$ cat config.mk
export PLATFORM = sky130hd
export DESIGN_NAME = gregorian_date_arithmetic
export DESIGN_NICKNAME = d
export VERILOG_FILES = /design/src/design/gda_pkg.sv /design/src/design/gda_engine.sv /design/src/design/gregorian_date_arithmetic.sv
export SDC_FILE = /design/constraint.sdc
export NUM_CORES = 1
export LEC_CHECK = 0
export BUFFER_PORTS_ARGS = -buffer_cell sky130_fd_sc_hd__buf_2
export CORE_ASPECT_RATIO = 1.4
export CORE_MARGIN = 10
export CORE_UTILIZATION = 40
export CTS_BUF_LIST = sky130_fd_sc_hd__clkbuf_16
export CTS_CLUSTER_DIAMETER = 200
export CTS_CLUSTER_SIZE = 25
export DETAILED_ROUTE_END_ITERATION = 6
export PLACE_DENSITY = 0.58
export SETUP_SLACK_MARGIN = 0.1
export SKIP_LAST_GASP = 1
export SYNTH_ARGS = -nofsm -noshare
export SYNTH_HDL_FRONTEND = slang
export SYNTH_SLANG_ARGS = --single-unit
$ cat constraint.sdc
create_clock -name clock -period 16.9 [get_ports clock]
set_input_delay 2.535 -clock clock [delete_from_list [all_inputs] [get_ports clock]]
set_output_delay 2.535 -clock clock [all_outputs]
set_load 0.02 [all_outputs]
$ cat src/design/gda_pkg.sv
package gda_pkg;

   localparam int YEAR_W   = 14;
   localparam int MONTH_W  = 4;
   localparam int DAY_W    = 5;
   localparam int COUNT_W  = 16;
   localparam int SERIAL_W = 22;
   localparam int YIB_W    = 9;   // year within a 400-year block

   typedef logic [YEAR_W-1:0]   year_type;
   typedef logic [MONTH_W-1:0]  month_type;
   typedef logic [DAY_W-1:0]    day_type;
   typedef logic [COUNT_W-1:0]  count_type;
   typedef logic [SERIAL_W-1:0] serial_type;
   typedef logic [YIB_W-1:0]    yib_type;
   typedef logic [2:0]          opcode_type;

   localparam opcode_type OP_VALIDATE = 3'd0;
   localparam opcode_type OP_NEXT     = 3'd1;
   localparam opcode_type OP_ADD      = 3'd2;
   localparam opcode_type OP_SUB      = 3'd3;
   localparam opcode_type OP_DIFF     = 3'd4;

   localparam year_type   MAX_YEAR       = 14'd9999;
   localparam year_type   MIN_YEAR_RESET = 14'd1601;
   localparam year_type   BLOCK_YEARS    = 14'd400;
   localparam month_type  LAST_MONTH     = 4'd12;
   // days in one 400-year cycle, and the serial day of 9999-12-31
   localparam serial_type BLOCK_DAYS     = 22'd146097;
   localparam serial_type LAST_SERIAL    = 22'd3652424;

   typedef struct packed {
      opcode_type opcode;
      day_type    first_day;
      month_type  first_month;
      year_type   first_year;
      day_type    second_day;
      month_type  second_month;
      year_type   second_year;
      count_type  day_count;
   } req_type;

   typedef struct packed {
      day_type    result_day;
      month_type  result_month;
      year_type   result_year;
      logic       is_valid;
      serial_type days_between;
      logic       out_of_range;
   } rsp_type;

   typedef enum logic [3:0] {
      ST_IDLE,
      ST_BLK,
      ST_YEAR,
      ST_MON,
      ST_DAY,
      ST_SWAP,
      ST_DIFF,
      ST_NEG,
      ST_ADJ,
      ST_FBLK,
      ST_FYEAR,
      ST_FMON,
      ST_CHK,
      ST_DONE
   } state_type;

   typedef struct packed {
      logic idle;
      logic done;
   } status_type;

   // year counted from the start of a 400-year cycle; year 0 of the cycle is leap
   function automatic logic leap_in_block(yib_type yr);
      return (yr[1:0] == 2'b00) && (yr != 9'd100) && (yr != 9'd200) && (yr != 9'd300);
   endfunction

   function automatic day_type month_len(month_type m, logic leap);
      day_type len;
      unique case (m)
         4'd1, 4'd3, 4'd5, 4'd7, 4'd8, 4'd10, 4'd12: len = 5'd31;
         4'd4, 4'd6, 4'd9, 4'd11:                    len = 5'd30;
         4'd2:                                       len = leap ? 5'd29 : 5'd28;
         default:                                    len = 5'd0;
      endcase
      return len;
   endfunction

   function automatic serial_type year_len(logic leap);
      return leap ? 22'd366 : 22'd365;
   endfunction

   function automatic year_type year_sat(year_type y);
      return (y > MAX_YEAR) ? MAX_YEAR : y;
   endfunction

   function automatic month_type month_clamp(month_type m);
      month_type r;
      if (m == 4'd0) begin
         r = 4'd1;
      end else if (m > LAST_MONTH) begin
         r = LAST_MONTH;
      end else begin
         r = m;
      end
      return r;
   endfunction

endpackage

$ cat src/design/gda_engine.sv
module gda_engine (
   input  logic                 clock,
   input  logic                 reset,
   input  logic                 start,
   input  gda_pkg::req_type     req,
   input  gda_pkg::year_type    min_year,
   input  logic                 out_ready,
   output gda_pkg::status_type  status,
   output gda_pkg::rsp_type     rsp
);
   import gda_pkg::*;

   state_type  state_ff, state_in;
   req_type    item_ff;
   year_type   rem_ff, rem_in;
   yib_type    cnt_ff, cnt_in;
   month_type  mi_ff, mi_in;
   month_type  cm_ff, cm_in;
   day_type    cd_ff, cd_in;
   serial_type acc_ff, acc_in;
   serial_type s1_ff, s1_in;
   year_type   ybase_ff, ybase_in;
   logic       sec_ff, sec_in;
   logic       neg_ff, neg_in;
   logic       oor_ff, oor_in;
   logic       valid_ff, valid_in;

   // shared add/subtract unit
   serial_type            ux, uy;
   logic                  usub;
   logic [SERIAL_W:0]     ures;
   serial_type            ures_val;
   logic                  ures_borrow;

   logic       leap_cur;
   logic       leap_chk;
   day_type    mlen_mi;
   day_type    mlen_cm;
   day_type    day_clamped;
   day_type    day_off;
   serial_type step_k;
   logic       rem_ge_blk;
   opcode_type op;

   assign op          = item_ff.opcode;
   assign leap_cur    = leap_in_block(cnt_ff);
   assign leap_chk    = leap_in_block(rem_ff[YIB_W-1:0]);
   assign mlen_mi     = month_len(mi_ff, leap_cur);
   assign mlen_cm     = month_len(cm_ff, leap_cur);
   assign rem_ge_blk  = (rem_ff >= BLOCK_YEARS);
   assign step_k      = (op == OP_NEXT) ? serial_type'(1) : serial_type'(item_ff.day_count);

   always_comb begin
      if (cd_ff == 5'd0) begin
         day_clamped = 5'd1;
      end else if (cd_ff > mlen_cm) begin
         day_clamped = mlen_cm;
      end else begin
         day_clamped = cd_ff;
      end
   end
   assign day_off = day_clamped - 5'd1;

   always_comb begin
      ux   = acc_ff;
      uy   = '0;
      usub = 1'b0;
      unique case (state_ff)
         ST_BLK:   uy = BLOCK_DAYS;
         ST_YEAR:  uy = year_len(leap_cur);
         ST_MON:   uy = serial_type'(mlen_mi);
         ST_DAY:   uy = serial_type'(day_off);
         ST_DIFF: begin
            uy   = s1_ff;
            usub = 1'b1;
         end
         ST_NEG: begin
            ux   = '0;
            uy   = acc_ff;
            usub = 1'b1;
         end
         ST_ADJ: begin
            uy   = step_k;
            usub = (op == OP_SUB);
         end
         ST_FBLK: begin
            uy   = BLOCK_DAYS;
            usub = 1'b1;
         end
         ST_FYEAR: begin
            uy   = year_len(leap_cur);
            usub = 1'b1;
         end
         ST_FMON: begin
            uy   = serial_type'(mlen_mi);
            usub = 1'b1;
         end
         default: begin
            uy   = '0;
         end
      endcase
   end

   assign ures        = usub ? ({1'b0, ux} - {1'b0, uy}) : ({1'b0, ux} + {1'b0, uy});
   assign ures_val    = ures[SERIAL_W-1:0];
   assign ures_borrow = ures[SERIAL_W];

   // next state
   always_comb begin
      state_in = state_ff;
      unique case (state_ff)
         ST_IDLE: begin
            if (start) begin
               state_in = (req.opcode > OP_DIFF) ? ST_DONE : ST_BLK;
            end
         end
         ST_BLK: begin
            if (!rem_ge_blk) begin
               state_in = (op == OP_VALIDATE) ? ST_CHK : ST_YEAR;
            end
         end
         ST_YEAR:  if (cnt_ff == rem_ff[YIB_W-1:0]) state_in = ST_MON;
         ST_MON:   if (mi_ff == cm_ff) state_in = ST_DAY;
         ST_DAY: begin
            if (op == OP_DIFF) begin
               state_in = sec_ff ? ST_DIFF : ST_SWAP;
            end else begin
               state_in = ST_ADJ;
            end
         end
         ST_SWAP:  state_in = ST_BLK;
         ST_DIFF:  state_in = ST_NEG;
         ST_NEG:   state_in = ST_DONE;
         ST_ADJ:   state_in = ST_FBLK;
         ST_FBLK:  if (ures_borrow) state_in = ST_FYEAR;
         ST_FYEAR: if (ures_borrow) state_in = ST_FMON;
         ST_FMON:  if (ures_borrow || (mi_ff == LAST_MONTH)) state_in = ST_DONE;
         ST_CHK:   state_in = ST_DONE;
         ST_DONE:  if (out_ready) state_in = ST_IDLE;
         default:  state_in = ST_IDLE;
      endcase
   end

   // datapath next values
   always_comb begin
      rem_in   = rem_ff;
      cnt_in   = cnt_ff;
      mi_in    = mi_ff;
      cm_in    = cm_ff;
      cd_in    = cd_ff;
      acc_in   = acc_ff;
      s1_in    = s1_ff;
      ybase_in = ybase_ff;
      sec_in   = sec_ff;
      neg_in   = neg_ff;
      oor_in   = oor_ff;
      valid_in = valid_ff;
      unique case (state_ff)
         ST_IDLE: begin
            if (start) begin
               acc_in   = '0;
               oor_in   = 1'b0;
               valid_in = 1'b0;
               sec_in   = 1'b0;
               ybase_in = '0;
               // validity check looks at the raw year
               rem_in   = (req.opcode == OP_VALIDATE) ? req.first_year
                                                      : year_sat(req.first_year);
               cm_in    = month_clamp(req.first_month);
               cd_in    = req.first_day;
            end
         end
         ST_BLK: begin
            if (rem_ge_blk) begin
               rem_in = rem_ff - BLOCK_YEARS;
               acc_in = ures_val;
            end else begin
               cnt_in = '0;
            end
         end
         ST_YEAR: begin
            if (cnt_ff != rem_ff[YIB_W-1:0]) begin
               acc_in = ures_val;
               cnt_in = cnt_ff + 9'd1;
            end else begin
               mi_in  = 4'd1;
            end
         end
         ST_MON: begin
            if (mi_ff != cm_ff) begin
               acc_in = ures_val;
               mi_in  = mi_ff + 4'd1;
            end
         end
         ST_DAY:  acc_in = ures_val;
         ST_SWAP: begin
            s1_in  = acc_ff;
            acc_in = '0;
            rem_in = year_sat(item_ff.second_year);
            cm_in  = month_clamp(item_ff.second_month);
            cd_in  = item_ff.second_day;
            sec_in = 1'b1;
         end
         ST_DIFF: begin
            acc_in = ures_val;
            neg_in = ures_borrow;
         end
         ST_NEG: begin
            if (neg_ff) begin
               acc_in = ures_val;
            end
         end
         ST_ADJ: begin
            ybase_in = '0;
            if (op == OP_SUB) begin
               if (ures_borrow) begin
                  oor_in = 1'b1;
                  acc_in = '0;
               end else begin
                  acc_in = ures_val;
               end
            end else if (ures_val > LAST_SERIAL) begin
               oor_in = 1'b1;
               acc_in = LAST_SERIAL;
            end else begin
               acc_in = ures_val;
            end
         end
         ST_FBLK: begin
            if (!ures_borrow) begin
               acc_in   = ures_val;
               ybase_in = ybase_ff + BLOCK_YEARS;
            end else begin
               cnt_in   = '0;
            end
         end
         ST_FYEAR: begin
            if (!ures_borrow) begin
               acc_in = ures_val;
               cnt_in = cnt_ff + 9'd1;
            end else begin
               mi_in  = 4'd1;
            end
         end
         ST_FMON: begin
            if (!ures_borrow && (mi_ff != LAST_MONTH)) begin
               acc_in = ures_val;
               mi_in  = mi_ff + 4'd1;
            end
         end
         ST_CHK: begin
            valid_in = (item_ff.first_year >= min_year) && (item_ff.first_year <= MAX_YEAR) &&
                       (item_ff.first_month >= 4'd1) && (item_ff.first_month <= LAST_MONTH) &&
                       (item_ff.first_day >= 5'd1) &&
                       (item_ff.first_day <= month_len(item_ff.first_month, leap_chk));
         end
         default: begin
            acc_in = acc_ff;
         end
      endcase
   end

   always_ff @(posedge clock) begin
      if (reset) begin
         state_ff <= ST_IDLE;
      end else begin
         state_ff <= state_in;
      end
   end

   always_ff @(posedge clock) begin
      if (start && (state_ff == ST_IDLE)) begin
         item_ff <= req;
      end
      rem_ff   <= rem_in;
      cnt_ff   <= cnt_in;
      mi_ff    <= mi_in;
      cm_ff    <= cm_in;
      cd_ff    <= cd_in;
      acc_ff   <= acc_in;
      s1_ff    <= s1_in;
      ybase_ff <= ybase_in;
      sec_ff   <= sec_in;
      neg_ff   <= neg_in;
      oor_ff   <= oor_in;
      valid_ff <= valid_in;
   end

   // result assembly
   always_comb begin
      rsp = '0;
      unique case (op)
         OP_VALIDATE: rsp.is_valid = valid_ff;
         OP_NEXT, OP_ADD, OP_SUB: begin
            rsp.result_day   = acc_ff[DAY_W-1:0] + 5'd1;
            rsp.result_month = mi_ff;
            rsp.result_year  = ybase_ff + year_type'(cnt_ff);
            rsp.out_of_range = oor_ff;
         end
         OP_DIFF:     rsp.days_between = acc_ff;
         default:     rsp = '0;
      endcase
   end

   assign status.idle = (state_ff == ST_IDLE);
   assign status.done = (state_ff == ST_DONE);

   a_year_in_block: assert property (@(posedge clock) disable iff (reset)
      (state_ff == ST_FYEAR) |-> (cnt_ff < YIB_W'(BLOCK_YEARS)))
      else $error("year counter left its 400-year cycle");

   a_serial_range: assert property (@(posedge clock) disable iff (reset)
      (state_ff == ST_FBLK) |-> (acc_ff <= LAST_SERIAL))
      else $error("serial day past the last supported date");

   a_month_walk: assert property (@(posedge clock) disable iff (reset)
      (state_ff == ST_MON) |-> (mi_ff <= cm_ff))
      else $error("month walk ran past the target month");

   a_result_date: assert property (@(posedge clock) disable iff (reset)
      ((state_ff == ST_DONE) && ((op == OP_NEXT) || (op == OP_ADD) || (op == OP_SUB)))
      |-> ((mi_ff >= 4'd1) && (mi_ff <= LAST_MONTH) && (acc_ff < serial_type'(31))))
      else $error("result date out of shape");

   a_done_hold: assert property (@(posedge clock) disable iff (reset)
      ((state_ff == ST_DONE) && !out_ready) |=> (state_ff == ST_DONE))
      else $error("finished result dropped while output was full");

endmodule

$ cat src/design/gregorian_date_arithmetic.sv
// channel   dir  handshake               payload
// req       in   req_valid / req_stall   req_data  (gda_pkg::req_type)
// rsp       out  rsp_valid / rsp_stall   rsp_data  (gda_pkg::rsp_type)
// csr       in   csr_valid / csr_ready   csr_data  (min_year, 14 bits)
//
// One item at a time through a single 22-bit add/subtract unit: a date becomes a
// serial day by stepping 400-year cycles, then single years, then months, then the day.
// Difference converts the two dates back to back.
// Synchronous reset returns the sequencer to idle and min_year to 1601.
// A finished item sits in the output register; the next item is taken meanwhile.
module gregorian_date_arithmetic (
   input  logic              clock,
   input  logic              reset,
   input  logic              req_valid,
   output logic              req_stall,
   input  gda_pkg::req_type  req_data,
   output logic              rsp_valid,
   input  logic              rsp_stall,
   output gda_pkg::rsp_type  rsp_data,
   input  logic              csr_valid,
   output logic              csr_ready,
   input  gda_pkg::year_type csr_data
);
   import gda_pkg::*;

   year_type   min_year_ff, min_year_in;
   logic       rsp_valid_ff, rsp_valid_in;
   rsp_type    rsp_data_ff;
   status_type status;
   rsp_type    result;
   logic       start;
   logic       out_ready;

   assign csr_ready = 1'b1;
   assign req_stall = !status.idle;
   assign start     = req_valid && !req_stall;
   assign out_ready = !rsp_valid_ff || !rsp_stall;

   gda_engine u_engine (
      .clock     (clock),
      .reset     (reset),
      .start     (start),
      .req       (req_data),
      .min_year  (min_year_ff),
      .out_ready (out_ready),
      .status    (status),
      .rsp       (result)
   );

   always_comb begin
      min_year_in = (csr_valid && csr_ready) ? csr_data : min_year_ff;
      if (status.done && out_ready) begin
         rsp_valid_in = 1'b1;
      end else if (!rsp_stall) begin
         rsp_valid_in = 1'b0;
      end else begin
         rsp_valid_in = rsp_valid_ff;
      end
   end

   always_ff @(posedge clock) begin
      if (reset) begin
         min_year_ff  <= MIN_YEAR_RESET;
         rsp_valid_ff <= 1'b0;
      end else begin
         min_year_ff  <= min_year_in;
         rsp_valid_ff <= rsp_valid_in;
      end
   end

   always_ff @(posedge clock) begin
      if (status.done && out_ready) begin
         rsp_data_ff <= result;
      end
   end

   assign rsp_valid = rsp_valid_ff;
   assign rsp_data  = rsp_data_ff;

endmodule
==> results.ini <==
[final_layout]
final_net_count = 1519
insertedDiodeCount = 0
layout.cells.most_common = sky130_fd_sc_hd__edfxtp_1
area_delta_synth_final_pct = 11.2
non_filler_instances = 1815
layout.area.seq_mm2 = 0.00657
footprint_of_the_multi_input_gates_mm2 = 0.00618
final.fill_count = 3149
layout.cells.most_common_list = sky130_fd_sc_hd__edfxtp_1, sky130_fd_sc_hd__buf_2, sky130_fd_sc_hd__nand2_1
share_of_post_route_cells_with_drive_strength_above_1 = 0.143

[route]
drt-vias-per-instance = 5.70
detail_route.iter0.violations = 741
detail_route.first_pass.iterations = 5
drc_violations_left = 0
detailroute.via_count = 10400
post_drt_wl_per_cell_um = 21.3
antenna_left = 0
drt_wl_total_mm = 38.7

[power]
power.leakage_uw = 0.00581
p_per_area_mw_per_mm2 = 217
pwr-share-seq = 0.310
total_power_uw = 3180
power_frac_clock = 0.100
net-switching-power_uw = 1520
combinationalPowerShare = 0.590
p_int_uw = 1650
switching_share = 0.480
power.ir.vdd_worst_mv = 0.119

[floorplanning]
fp.dieArea_mm2 = 0.0407
core_region_area_mm2 = 0.0324
fp.dieH_um = 235
die_width_um = 173
start_util = 0.406
number_of_primary_i_o_pins = 134
rows = 78

[global_route]
grt_use_total = 0.185
grt_pass1_wl_mm = 59.3
antenna_found_initial = 0
global_route.overflow_total = 0
first_global_vias = 10400
grt_start_max_net_pins = 66

[sta]
fin_crit_ns = 7.63
worst_slew_pin_slew_ns = 1.02
fmaxAchievable_mhz = 131
timing.clock.skew_ns = 0.0187
remaining_max_slew_budget_at_the_tightest_pin = 0.320
hold_viol_final = 0
finalSetupViolations = 0
fin_ws_ns = 9.27
finalSetupTns_ns = 0
share_of_the_clock_period_used_by_the_worst_path_after_layout = 0.451
grt_setup_unrepaired = no
final-max-slew-violation-count = 0

[placed_design]
post-place-cells = 1795
gp_congestion = 0.909
dpl_wire_length_mm = 29.9
placement.io_buffers = 132
placement.setup.worst_slack_ns = 9.35

[clock_tree]
htree_levels = 1
cts_tree = done
numCtsBuffers = 12
clock_sinks = 225
clock_tree_root = sky130_fd_sc_hd__clkbuf_16
postCtsSetupRepairBufs = 0
clk_pin_slew_ns = 0.10
cts-hold-fix-buffers = 0
cts_resized = 0
max-clock-path-buffers = 3
clkLatencyLatePin_ns = 0.50

[synthesis]
avgSynthCellArea_um2 = 10.5
number_of_warning_messages_in_the_yosys_log = 0
yosysSeqAreaShare = 0.499
yosysTopAreaCellShare = 0.470
ffs_w_async_s_r_synth = 0
yosys-top-cells-area = sky130_fd_sc_hd__edfxtp_1, sky130_fd_sc_hd__ha_1, sky130_fd_sc_hd__nand2_1
synth_enable_flop_cells = 206
mappedNetlistNets = 1407
synth_largest_area_cell = sky130_fd_sc_hd__edfxtp_1
synth_cell_area_mm2 = 0.0132
ys_ff_latch = 225
synth_cell_type_count = 91
synthesis.instances = 1257
ys.flop_type = sky130_fd_sc_hd__edfxtp_1

[hold_path]
worstHoldPathType = register to register
holdPathStages = 2

[worst_setup_path]
timing.critical_path.required_ns = 17.02
critPathArrivalTime_ns = 7.75
critical_setup_path_kind = register to register
type_of_element_launching_the_critical_path = register
critPathMaxFanout = 22
worstRegToRegCells = 23
setup.reg_to_reg.worst_slack_ns = 9.27
setup.worst_path.end_class = register

[status]
status = complete, no violations

[flow_run]
cap_viol_max_count = 0

[flip-flops by register name, summed over array words and instances, names as in the netlist, 3 cells and up]
name / count
u_engine.item_ff: 62
rsp_data: 47
u_engine.acc_ff: 22
u_engine.s1_ff: 22
min_year_ff: 14
u_engine.rem_ff: 14
u_engine.ybase_ff: 10
u_engine.cnt_ff: 9
u_engine.cd_ff: 5
u_engine.cm_ff: 4
u_engine.mi_ff: 4
u_engine.state_ff: 4
u_engine.op: 3
[cells by family after synthesis]
logic type	Yosys count	synth area share
and+or+nand+nor	447	0.174
AOI/OAI and AO/OA	322	0.168
DFF	225	0.499
buffers and inverters	107	0.0325
xor gates and xnor gates	72	0.0479
adders and majority gates	66	0.0639
muxes	17	0.0143
other	1	0.000285
[cells in the mapped netlist (all sizes together), types with 17 or more instances]
master	number
and3	33
clkbuf	36
a21o	18
ha	64
o211ai	17
inv	60
xnor2	35
nor3	26
a31oi	22
a21oi	58
nand3	26
o21ai	88
dfxtp	19
edfxtp	206
nand2	123
and2	36
xor2	37
nor2	100
[worst max-delay path: stages (launching register included)]
cell and delay (ns):
sky130_fd_sc_hd__edfxtp_1 0.46, sky130_fd_sc_hd__or4_1 0.55, sky130_fd_sc_hd__and2_1 0.23, sky130_fd_sc_hd__inv_2 0.11, sky130_fd_sc_hd__ha_1 0.24, sky130_fd_sc_hd__a21o_1 0.24, sky130_fd_sc_hd__a2111o_1 0.47, sky130_fd_sc_hd__a31oi_2 0.28
sky130_fd_sc_hd__a2111oi_4 0.12, sky130_fd_sc_hd__a31oi_1 0.35, sky130_fd_sc_hd__nand4_2 0.24, sky130_fd_sc_hd__or3_4 0.47, sky130_fd_sc_hd__o21ai_1 0.17, sky130_fd_sc_hd__xor2_1 0.18, sky130_fd_sc_hd__ha_1 0.32, sky130_fd_sc_hd__a21oi_1 0.26
sky130_fd_sc_hd__nor2_1 0.09, sky130_fd_sc_hd__o221ai_1 0.50, sky130_fd_sc_hd__a21oi_1 0.21, sky130_fd_sc_hd__o2111a_1 0.34, sky130_fd_sc_hd__nor2_1 0.24, sky130_fd_sc_hd__a211o_1 0.23, sky130_fd_sc_hd__a41o_1 0.22, sky130_fd_sc_hd__o211a_1 0.73
[per-layer routing]
metal / part of all wire / routed length (um) / global-route usage / vias to the layer above
li1: - / - / - / 4943
met1: 0.37 / 14300 / 0.193 / 5054
met2: 0.55 / 21300 / 0.365 / 275
met3: 0.036 / 1390 / 0.0173 / 80
met4: 0.044 / 1720 / 0.0867 / 0
met5: 0 / 0 / 0 / -
[layout make-up]
class,instances,share of cell area
clock buffers,13,0.0222
repair buffers,145,0.0518
multi-input cells,925,0.422
well taps,440,0.0376
clock inverters,7,0.00180
flip-flops and latches,225,0.449
inverters,60,0.0154
[path summary, 6_finish.rpt]
kind                     startpoint             endpoint
hold / removal       min_year_ff[6]       min_year_ff[6]
setup reg to reg  u_engine.cm_ff[1]  u_engine.acc_ff[20]
setup / recovery  u_engine.cm_ff[1]  u_engine.acc_ff[20]
hold reg to reg      min_year_ff[6]       min_year_ff[6]
[metrics by stage]
step / util / cell area (um2) / hold slack [ns]
finish: 0.452 / 14600 / 0.489
global route: 0.452 / 14600 / 0.528
CTS: 0.452 / 14600 / 0.490
detailed placement: 0.441 / 14300 / 0.481
global placement: 0.441 / 14300 / 0.476
floorplan: - / 13200 / 0.448
[power by group through the flow]
stage | sequential [uW] | combinational, uW | clock [uW]
after floorplan | 916 | 1390 | 0
after global placement | 995 | 1840 | 0
after detailed placement | 997 | 1850 | 0
after CTS | 984 | 1860 | 330
after global routing | 999 | 2070 | 345
final | 985 | 1870 | 319
Power figures use the tool's default switching activity.
